===== src/hdl/sle_pkg.sv =====
// shared types and constants for the serial line byte encoder
// used by sle_front, sle_fifo, sle_back and serial_line_byte_encoder
package sle_pkg;

	localparam int MAX_CHARS = 3;

	typedef enum logic [1:0] {
		MODE_SIX     = 2'd0,
		MODE_EIGHT   = 2'd1,
		MODE_NO_XON  = 2'd2,
		MODE_NO_CTRL = 2'd3
	} sle_mode_t;

	// one request for the back end: up to three characters
	typedef struct packed {
		logic [MAX_CHARS-1:0][7:0] chars;
		logic [1:0]                n;
		logic                      pend;
	} sle_entry_t;

	typedef struct packed {
		logic empty;
		logic full;
	} sle_fifo_stat_t;

endpackage


===== src/hdl/sle_front.sv =====
// front end: takes input bytes, keeps six-bit packing state and the mode
// register, and turns each byte into one request of up to three characters
// depends on sle_pkg
module sle_front import sle_pkg::*; (
	input  logic           clk,
	input  logic           arst_n,
	input  logic           mode_we,
	input  logic [1:0]     mode_wdata,
	input  logic           in_valid,
	output logic           in_ready,
	input  logic [7:0]     data_byte,
	input  logic           last_byte,
	input  logic           empty_packet,
	input  sle_fifo_stat_t fifo_stat,
	output logic           push,
	output sle_entry_t     push_entry
);

	localparam logic [7:0] ESC_CHAR  = 8'h40;
	localparam logic [7:0] CAN_CHAR  = 8'h18;
	localparam logic [7:0] XOFF_CHAR = 8'h13;
	localparam logic [7:0] XON_CHAR  = 8'h11;

	function automatic logic [7:0] alpha(input logic [5:0] idx);
		logic [7:0] c;
		if (idx < 6'd26)
			c = 8'h41 + {2'b00, idx};
		else if (idx < 6'd52)
			c = 8'h61 + {2'b00, idx} - 8'd26;
		else if (idx < 6'd62)
			c = 8'h30 + {2'b00, idx} - 8'd52;
		else if (idx == 6'd62)
			c = 8'h2e;
		else
			c = 8'h2f;
		return c;
	endfunction

	sle_mode_t  mode_q;
	logic [3:0] lbits_q;
	logic [2:0] lcnt_q;
	logic       mid_q;

	logic [3:0] lbits_d;
	logic [2:0] lcnt_d;
	logic       mid_d;
	logic [1:0] nchar;
	logic [3:0] rem_bits;
	logic [2:0] rem_cnt;
	logic [5:0] pad;
	logic       accept;
	sle_entry_t ent;

	assign in_ready = !fifo_stat.full;
	assign accept   = in_valid && in_ready;

	always_comb begin
		ent      = '0;
		nchar    = 2'd0;
		lbits_d  = 4'd0;
		lcnt_d   = 3'd0;
		mid_d    = 1'b0;
		rem_bits = 4'd0;
		rem_cnt  = 3'd0;
		pad      = 6'd0;
		if (empty_packet) begin
			if (mode_q == MODE_SIX) begin
				ent.chars[0] = ESC_CHAR;
				nchar        = 2'd1;
			end
		end else if (mode_q == MODE_SIX) begin
			if (!mid_q) begin
				ent.chars[nchar] = ESC_CHAR;
				nchar            = nchar + 2'd1;
			end
			unique case (lcnt_q)
				3'd0: begin
					ent.chars[nchar] = alpha(data_byte[7:2]);
					nchar            = nchar + 2'd1;
					rem_bits         = {2'b00, data_byte[1:0]};
					rem_cnt          = 3'd2;
					pad              = {data_byte[1:0], 4'b0000};
				end
				3'd2: begin
					ent.chars[nchar] = alpha({lbits_q[1:0], data_byte[7:4]});
					nchar            = nchar + 2'd1;
					rem_bits         = data_byte[3:0];
					rem_cnt          = 3'd4;
					pad              = {data_byte[3:0], 2'b00};
				end
				default: begin
					ent.chars[nchar] = alpha({lbits_q, data_byte[7:6]});
					nchar            = nchar + 2'd1;
					ent.chars[nchar] = alpha(data_byte[5:0]);
					nchar            = nchar + 2'd1;
				end
			endcase
			if (last_byte) begin
				if (rem_cnt != 3'd0) begin
					ent.chars[nchar] = alpha(pad);
					nchar            = nchar + 2'd1;
				end
			end else begin
				lbits_d = rem_bits;
				lcnt_d  = rem_cnt;
				mid_d   = 1'b1;
			end
		end else begin
			mid_d = !last_byte;
			ent.chars[0] = ESC_CHAR;
			nchar        = 2'd2;
			if (data_byte == ESC_CHAR)
				ent.chars[1] = 8'h20;
			else if (data_byte == CAN_CHAR)
				ent.chars[1] = 8'h58;
			else if (mode_q == MODE_NO_XON && data_byte == XOFF_CHAR)
				ent.chars[1] = 8'h53;
			else if (mode_q == MODE_NO_XON && data_byte == XON_CHAR)
				ent.chars[1] = 8'h51;
			else if (mode_q == MODE_NO_CTRL && data_byte < 8'h20)
				ent.chars[1] = data_byte + ESC_CHAR;
			else begin
				ent.chars[0] = data_byte;
				nchar        = 2'd1;
			end
		end
		ent.n    = nchar;
		ent.pend = last_byte || empty_packet;
	end

	assign push       = accept && (nchar != 2'd0);
	assign push_entry = ent;

	always_ff @(posedge clk or negedge arst_n) begin
		if (!arst_n) begin
			mode_q  <= MODE_SIX;
			lbits_q <= 4'd0;
			lcnt_q  <= 3'd0;
			mid_q   <= 1'b0;
		end else begin
			if (mode_we)
				mode_q <= sle_mode_t'(mode_wdata);
			if (accept) begin
				lbits_q <= lbits_d;
				lcnt_q  <= lcnt_d;
				mid_q   <= mid_d;
			end
		end
	end

endmodule


===== src/hdl/sle_fifo.sv =====
// short request queue between the front and back ends
// depends on sle_pkg
module sle_fifo import sle_pkg::*; #(
	parameter int DEPTH = 4
) (
	input  logic           clk,
	input  logic           arst_n,
	input  logic           push,
	input  sle_entry_t     push_entry,
	input  logic           pop,
	output sle_entry_t     head,
	output sle_fifo_stat_t stat
);

	localparam int PTR_W = (DEPTH > 1) ? $clog2(DEPTH) : 1;
	localparam int CNT_W = $clog2(DEPTH + 1);
	localparam logic [PTR_W-1:0] LAST_PTR = PTR_W'(DEPTH - 1);
	localparam logic [CNT_W-1:0] FULL_CNT = CNT_W'(DEPTH);

	sle_entry_t       entries_q [DEPTH];
	logic [PTR_W-1:0] wr_ptr_q;
	logic [PTR_W-1:0] rd_ptr_q;
	logic [CNT_W-1:0] count_q;

	assign head       = entries_q[rd_ptr_q];
	assign stat.empty = (count_q == '0);
	assign stat.full  = (count_q == FULL_CNT);

	always_ff @(posedge clk) begin
		if (push)
			entries_q[wr_ptr_q] <= push_entry;
	end

	always_ff @(posedge clk or negedge arst_n) begin
		if (!arst_n) begin
			wr_ptr_q <= '0;
			rd_ptr_q <= '0;
			count_q  <= '0;
		end else begin
			if (push)
				wr_ptr_q <= (wr_ptr_q == LAST_PTR) ? '0 : wr_ptr_q + 1'b1;
			if (pop)
				rd_ptr_q <= (rd_ptr_q == LAST_PTR) ? '0 : rd_ptr_q + 1'b1;
			if (push && !pop)
				count_q <= count_q + 1'b1;
			else if (pop && !push)
				count_q <= count_q - 1'b1;
		end
	end

	a_count_range: assert property (@(posedge clk) disable iff (!arst_n)
		count_q <= FULL_CNT) else $error("queue count out of range");
	a_no_pop_empty: assert property (@(posedge clk) disable iff (!arst_n)
		pop |-> count_q != '0) else $error("pop from empty queue");
	a_push_grows: assert property (@(posedge clk) disable iff (!arst_n)
		push && !pop |=> count_q == $past(count_q) + 1'b1)
		else $error("queue count did not grow on push");

endmodule


===== src/hdl/sle_back.sv =====
// back end: drains requests from the queue and, while out_ready is high, sends one character per cycle
// depends on sle_pkg
module sle_back import sle_pkg::*; (
	input  logic           clk,
	input  logic           arst_n,
	input  sle_entry_t     head,
	input  sle_fifo_stat_t fifo_stat,
	output logic           pop,
	output logic           out_valid,
	input  logic           out_ready,
	output logic [7:0]     line_char,
	output logic           last_of_run,
	output logic           packet_end
);

	sle_entry_t entry_q;
	logic [1:0] idx_q;
	logic       busy_q;
	logic       last_char;

	assign last_char   = (idx_q == entry_q.n - 2'd1);
	assign pop         = !fifo_stat.empty && (!busy_q || (out_ready && last_char));
	assign out_valid   = busy_q;
	assign line_char   = entry_q.chars[idx_q];
	assign last_of_run = last_char;
	assign packet_end  = last_char && entry_q.pend;

	always_ff @(posedge clk) begin
		if (pop)
			entry_q <= head;
	end

	always_ff @(posedge clk or negedge arst_n) begin
		if (!arst_n) begin
			idx_q  <= 2'd0;
			busy_q <= 1'b0;
		end else if (pop) begin
			idx_q  <= 2'd0;
			busy_q <= 1'b1;
		end else if (busy_q && out_ready) begin
			if (last_char) begin
				busy_q <= 1'b0;
			end else begin
				idx_q <= idx_q + 2'd1;
			end
		end
	end

	a_entry_nonempty: assert property (@(posedge clk) disable iff (!arst_n)
		busy_q |-> entry_q.n != 2'd0) else $error("request with no characters");
	a_idx_in_range: assert property (@(posedge clk) disable iff (!arst_n)
		busy_q |-> idx_q < entry_q.n) else $error("character index past request");

endmodule


===== src/hdl/serial_line_byte_encoder.sv =====
// serial line byte encoder, top level
// ties the front end, request queue and back end together; depends on sle_pkg
//
// s_* channel takes one packet byte per request: s_tdata is the byte, s_tlast
// marks the last byte of a packet, s_tuser marks an empty packet (no byte).
// m_* channel sends one line character per request: m_tlast marks the last
// character caused by one input request, m_tuser the last one of a packet.
// mode_we/mode_wdata write the 2-bit line mode (0 six-bit alphabet, 1 eight-bit,
// 2 eight-bit without xon/xoff, 3 eight-bit without controls); write only
// while idle.
// with the queue and back end idle, a taken input request is written into the
// queue, then loaded into the back end's entry register as m_tvalid rises.
// throughput: the back end sends one character per cycle while m_tready is high;
// a byte gives one to three characters (three at most, e.g. six-bit packet start
// with padding); the input takes a byte every cycle while the queue has room.
// reset clears the mode to six-bit, the packing state and the queue.
// when the receiver stalls, the current character holds and the queue of
// FIFO_DEPTH requests fills before s_tready drops.
module serial_line_byte_encoder import sle_pkg::*; #(
	parameter int FIFO_DEPTH = 4
) (
	input  logic       clk,
	input  logic       arst_n,
	input  logic       mode_we,
	input  logic [1:0] mode_wdata,
	input  logic       s_tvalid,
	output logic       s_tready,
	input  logic [7:0] s_tdata,   // data_byte
	input  logic       s_tlast,   // last_byte
	input  logic       s_tuser,   // empty_packet
	output logic       m_tvalid,
	input  logic       m_tready,
	output logic [7:0] m_tdata,   // line_char
	output logic       m_tlast,   // last_of_run
	output logic       m_tuser    // packet_end
);

	sle_fifo_stat_t fifo_stat;
	sle_entry_t     push_entry;
	sle_entry_t     head;
	logic           push;
	logic           pop;

	sle_front u_front (
		.clk          (clk),
		.arst_n       (arst_n),
		.mode_we      (mode_we),
		.mode_wdata   (mode_wdata),
		.in_valid     (s_tvalid),
		.in_ready     (s_tready),
		.data_byte    (s_tdata),
		.last_byte    (s_tlast),
		.empty_packet (s_tuser),
		.fifo_stat    (fifo_stat),
		.push         (push),
		.push_entry   (push_entry)
	);

	sle_fifo #(
		.DEPTH (FIFO_DEPTH)
	) u_fifo (
		.clk        (clk),
		.arst_n     (arst_n),
		.push       (push),
		.push_entry (push_entry),
		.pop        (pop),
		.head       (head),
		.stat       (fifo_stat)
	);

	sle_back u_back (
		.clk         (clk),
		.arst_n      (arst_n),
		.head        (head),
		.fifo_stat   (fifo_stat),
		.pop         (pop),
		.out_valid   (m_tvalid),
		.out_ready   (m_tready),
		.line_char   (m_tdata),
		.last_of_run (m_tlast),
		.packet_end  (m_tuser)
	);

endmodule


===== config.mk =====
export PLATFORM = sky130hd
export DESIGN_NAME = serial_line_byte_encoder
export DESIGN_NICKNAME = d
export VERILOG_FILES = /design/src/hdl/sle_pkg.sv /design/src/hdl/sle_front.sv /design/src/hdl/sle_fifo.sv /design/src/hdl/sle_back.sv /design/src/hdl/serial_line_byte_encoder.sv
export SDC_FILE = /design/constraint.sdc
export NUM_CORES = 1
export LEC_CHECK = 0
export BUFFER_PORTS_ARGS = -buffer_cell sky130_fd_sc_hd__buf_2
export CAP_MARGIN = 20
export CORE_UTILIZATION = 35
export DETAILED_ROUTE_END_ITERATION = 6
export PLACE_DENSITY = 0.6
export SETUP_SLACK_MARGIN = 0.3
export SLEW_MARGIN = 5
export SYNTH_ARGS = -nofsm -noshare
export SYNTH_HDL_FRONTEND = slang
export SYNTH_SLANG_ARGS = --single-unit

===== constraint.sdc =====
create_clock -name clk -period 4.35 [get_ports clk]
set_input_delay 0.435 -clock clk [delete_from_list [all_inputs] [get_ports clk]]
set_output_delay 0.435 -clock clk [all_outputs]
set_load 0.05 [all_outputs]

==> Implementation_results.wiki <==
{| class="wikitable"
! Metric !! Value
|-
| Final weighted congestion of routability-driven global placement || approximately 0.96
|-
| Count of cells resized by post-cts repair || 0
|-
| Maximum resistive drop on vdd || 0.452 mV
|-
| Async set-or-reset flop fraction in the synthesized netlist || roughly 12%
|-
| Relative slew slack || roughly two fifths
|-
| Starting density of the core || 36.1%
|-
| Switching pwr || 0.00173 W
|-
| Gate Count Post-Synth || between 700 and 800
|-
| PwrDens || around 500 mW/mm^2
|-
| Area used by multi-input combinational logic || approximately 0.0043 sq mm
|-
| Fmax || around 300 MHz
|-
| DPL Wire Length || 16600 microns
|-
| Kind of path behind the tightest hold check || input pin to flip-flop
|-
| Unrepaired setup endpoints after global routing || no
|-
| Number of I/O port buffers || 28
|-
| Synthesized net count || between 800 and 900
|-
| Critical Path RT || 4490 ps
|-
| Final Util || ~40%
|-
| Setup-violating endpoint count in the final report || 0
|-
| Synthesized flop and latch total || around 150
|-
| Number of H-tree levels || 4
|-
| Number of warning messages in the yosys log || 0
|-
| Number of antenna cells inserted || 0
|-
| Switching fraction of total power || between 30% and 40%
|-
| Average via count per standard cell || 5.82
|-
| Power share of the combinational group || between 30 and 40%
|-
| Global-route total usage across every layer || between 10% and 20%
|-
| Violation count after the first detailed-routing iteration || approximately 740
|-
| Post-synthesis sequential area ratio || between 40% and 50%
|-
| Buffers inserted by post-CTS timing repair || 0
|-
| Number of vias in the routed layout || 6643
|-
| Horizontal extent of the die || between 150 and 200 microns
|-
| Post-layout worst setup margin || approximately 1000 ps
|-
| Setup TNS after final layout || 0 ps
|-
| Antenna violations before repair || 0
|-
| Worst-Margin Slew || roughly 870 ps
|-
| Max Buffers Root-to-Sink || 2
|-
| Most used flip-flop cell after synthesis || edfxtp_1
|-
| Internal cell power || between 0.003 and 0.004 W
|-
| Count of filler cells inserted in the layout || roughly 2500
|-
| Part of the power in the clock network || 26.9%
|-
| Number of enable-type register cells in the synthesized netlist || 135
|-
| Share of the synthesized area in the top cell type || between 40% and 50%
|-
| Largest cells by area after synthesis || edfxtp_1 (44%), mux4_2 (6.6%), ha_1 (5.4%)
|-
| Cts bufs inserted || 17
|-
| Number of remaining DRC errors || 0
|-
| Register share of total power || 40.9%
|-
| Total routed wirelength || 23600 microns
|-
| Largest net degree at the start of global routing || 31
|-
| Area growth, synth to finish || 10.8%
|-
| Ratio of cells with drive above 1 in the final layout || between 10% and 20%
|-
| CP arrival || 3490 ps
|-
| Kind of capture point of the worst setup path || flip-flop
|-
| Number of distinct library cells after synthesis || 86
|-
| Number of primary I/O pins || 29
|-
| Average cell area after synthesis || 11.7 sq um
|-
| Global route overflow || 0
|-
| Netlist Area Pre-Place || about 0.0092 sq mm
|-
| Cell type with the highest aggregate area in the netlist || edfxtp_1
|-
| Leakage power || around 3.5 nW
|-
| Core area || about 0.025 sq mm
|-
| Sequential cell area || roughly 0.0045 sq mm
|-
| Clock latency on the worst-skew pair || approximately 420 ps
|-
| Reg2reg setup slack || roughly 1000 ps
|-
| Run status || finished, final reports clean
|-
| Hold Slack || approximately 250 ps
|-
| Dpl ws || 807 ps
|-
| Clock-pin slew on the worst setup and hold paths || about 60 ps
|-
| Kind of launch point of the worst setup path || flip-flop
|-
| Final Hold Violating Endpoints || 0
|-
| List of most frequent post-synthesis cells || edfxtp_1 (135), nand2_1 (57), nor2_1 (46)
|-
| Total die area || roughly 0.027 sq mm
|-
| Post-layout nets || 857
|-
| Total Power Consumption || between 0.005 and 0.006 W
|-
| Clock skew || roughly 15 ps
|-
| Count of pins over their slew limit || 0
|-
| Average wire per standard cell || slightly above 20 microns
|-
| CTS tree || done
|-
| Final worst path period need || 3340 ps
|-
| Pre-antenna DRT Iters || 5
|-
| Maximum fanout along the worst path || 16
|-
| CTS root buffer || clkbuf_16
|-
| Number of sinks driven by the clock tree || around 150
|-
| Worst setup path category || flip-flop to flip-flop
|-
| Max Cap Violations || 0
|-
| Portion of the clock cycle consumed by the worst path in the final layout || approximately 77%
|-
| Most frequent cell after synthesis || edfxtp_1
|-
| Global-route wire length before repair || around 37000 microns
|-
| Site Rows || 58
|-
| Chip Height || approximately 160 microns
|-
| Count of nets left with antenna violations after detail routing || 0
|-
| Via count of the first global-routing pass || 6438
|}
[sequential cells by signal, summed over array words and instances, names as in the netlist]
name              flops
u_back.out_valid      1
u_fifo.count_q        3
u_front.mid_q         1
u_front.mode_q        2
u_fifo.wr_ptr_q       2
u_back.idx_q          2
u_fifo.rd_ptr_q       2
u_front.lcnt_q        2
u_back.entry_q       27
u_fifo.entries_q    108
u_front.lbits_q       4
[power groups by stage]
stage	Combinational, W	Clock, W	Sequential, W
finish	0.00165	0.00137	0.00209
global route	0.00179	0.00146	0.00213
CTS	0.00159	0.00141	0.00215
detailed placement	0.00158	0	0.00218
global placement	0.00158	0	0.00218
floorplan	0.00128	0	0.00206
[routing by layer]
metal | vias to the layer above | wire [microns] | GRT usage, %
met5 | - | 0 | 0
met4 | 0 | 519 | 6.27
met3 | 42 | 1200 | 2.68
met2 | 260 | 11400 | 30.6
met1 | 3281 | 10400 | 24.3
li1 | 3060 | - | -
[worst max-delay path, stage by stage (launching register included)]
cell and delay, ps:
dfrtp_1 700, ha_1 550, nor2b_1 580, a211oi_1 130
a211oi_1 410, nand4_1 150, a311oi_1 550
[path summary, 6_finish.rpt]
check / startpoint / endpoint / depth (start not counted)
setup reg to reg: u_front.lbits_q[1] / u_fifo.entries_q[1][8] / 6
min in group asynchronous: arst_n / u_front.mode_q[0] / 2
setup / recovery: u_front.lbits_q[1] / u_fifo.entries_q[1][8] / 6
max in group asynchronous: arst_n / u_fifo.rd_ptr_q[0] / 2
hold / removal: mode_wdata[1] / u_front.mode_q[1] / 2
hold reg to reg: u_fifo.count_q[2] / u_fifo.count_q[2] / 1
[cell type report]
type                       instances  area share, %
timing repair buffer              45           2.78
inverter                          33           1.22
multi-input combinational        548           42.0
tap                              330           4.05
clock inverter                    11          0.774
sequential                       154           44.5
clock buffer                      21           4.73
[through the flow]
| step | instance area, sq um | std cells |
|---|---|---|
| 6_report | 10200 | 1142 |
| 5_1_grt | 10200 | 1142 |
| 4_1_cts | 10200 | 1141 |
| 3_5_place_dp | 9590 | 1108 |
| 3_3_place_gp | 9590 | 1108 |
| 2_1_floorplan | 9190 | 786 |
[cell usage in the layout (no fill, tap or decap), drive strengths merged, types with 5 or more instances in the layout]
| cell type | synthesis | final |
|---|---|---|
| or3 | 7 | 7 |
| or2 | 7 | 7 |
| o21ai | 37 | 37 |
| xor2 | 8 | 8 |
| nor2b | 12 | 12 |
| nor2 | 50 | 50 |
| ha | 40 | 40 |
| buf | 35 | 44 |
| a21oi | 37 | 37 |
| nor3 | 23 | 23 |
| xnor2 | 15 | 15 |
| nand2b | 11 | 11 |
| inv | 33 | 41 |
| o311ai | 6 | 6 |
| a22oi | 10 | 10 |
| nand3 | 19 | 19 |
| o211ai | 8 | 8 |
| nor4 | 7 | 7 |
| a211oi | 11 | 11 |
| a211o | 5 | 5 |
| a32oi | 5 | 5 |
| o31ai | 10 | 10 |
| dfrtp | 19 | 19 |
| a22o | 5 | 5 |
| mux4 | 27 | 27 |
| a31oi | 10 | 10 |
| nand2 | 57 | 57 |
| edfxtp | 135 | 135 |
| and2 | 11 | 11 |
| mux2i | 15 | 15 |
| nand4 | 9 | 9 |
| clkbuf | 16 | 21 |
| o21bai | 6 | 6 |
| mux2 | 6 | 6 |
[what timing repair did]
item                                   CTS  global route
hold buffers                             1             0
endpoints found under the hold margin   19             0
setup endpoints to repair                0             0
[kinds of logic after synthesis]
logic type	Yosys count	synth area share [%]
AND/OR/NAND/NOR	234	13.2
AO/OA/AOI/OAI	202	16.3
flip-flops	154	49.3
buffers and inverters	84	4.32
multiplexers	48	8.99
adder cells (fa/ha/maj)	41	5.66
XOR/XNOR	23	2.19
Note: power is estimated with default switching activity, not from simulation.
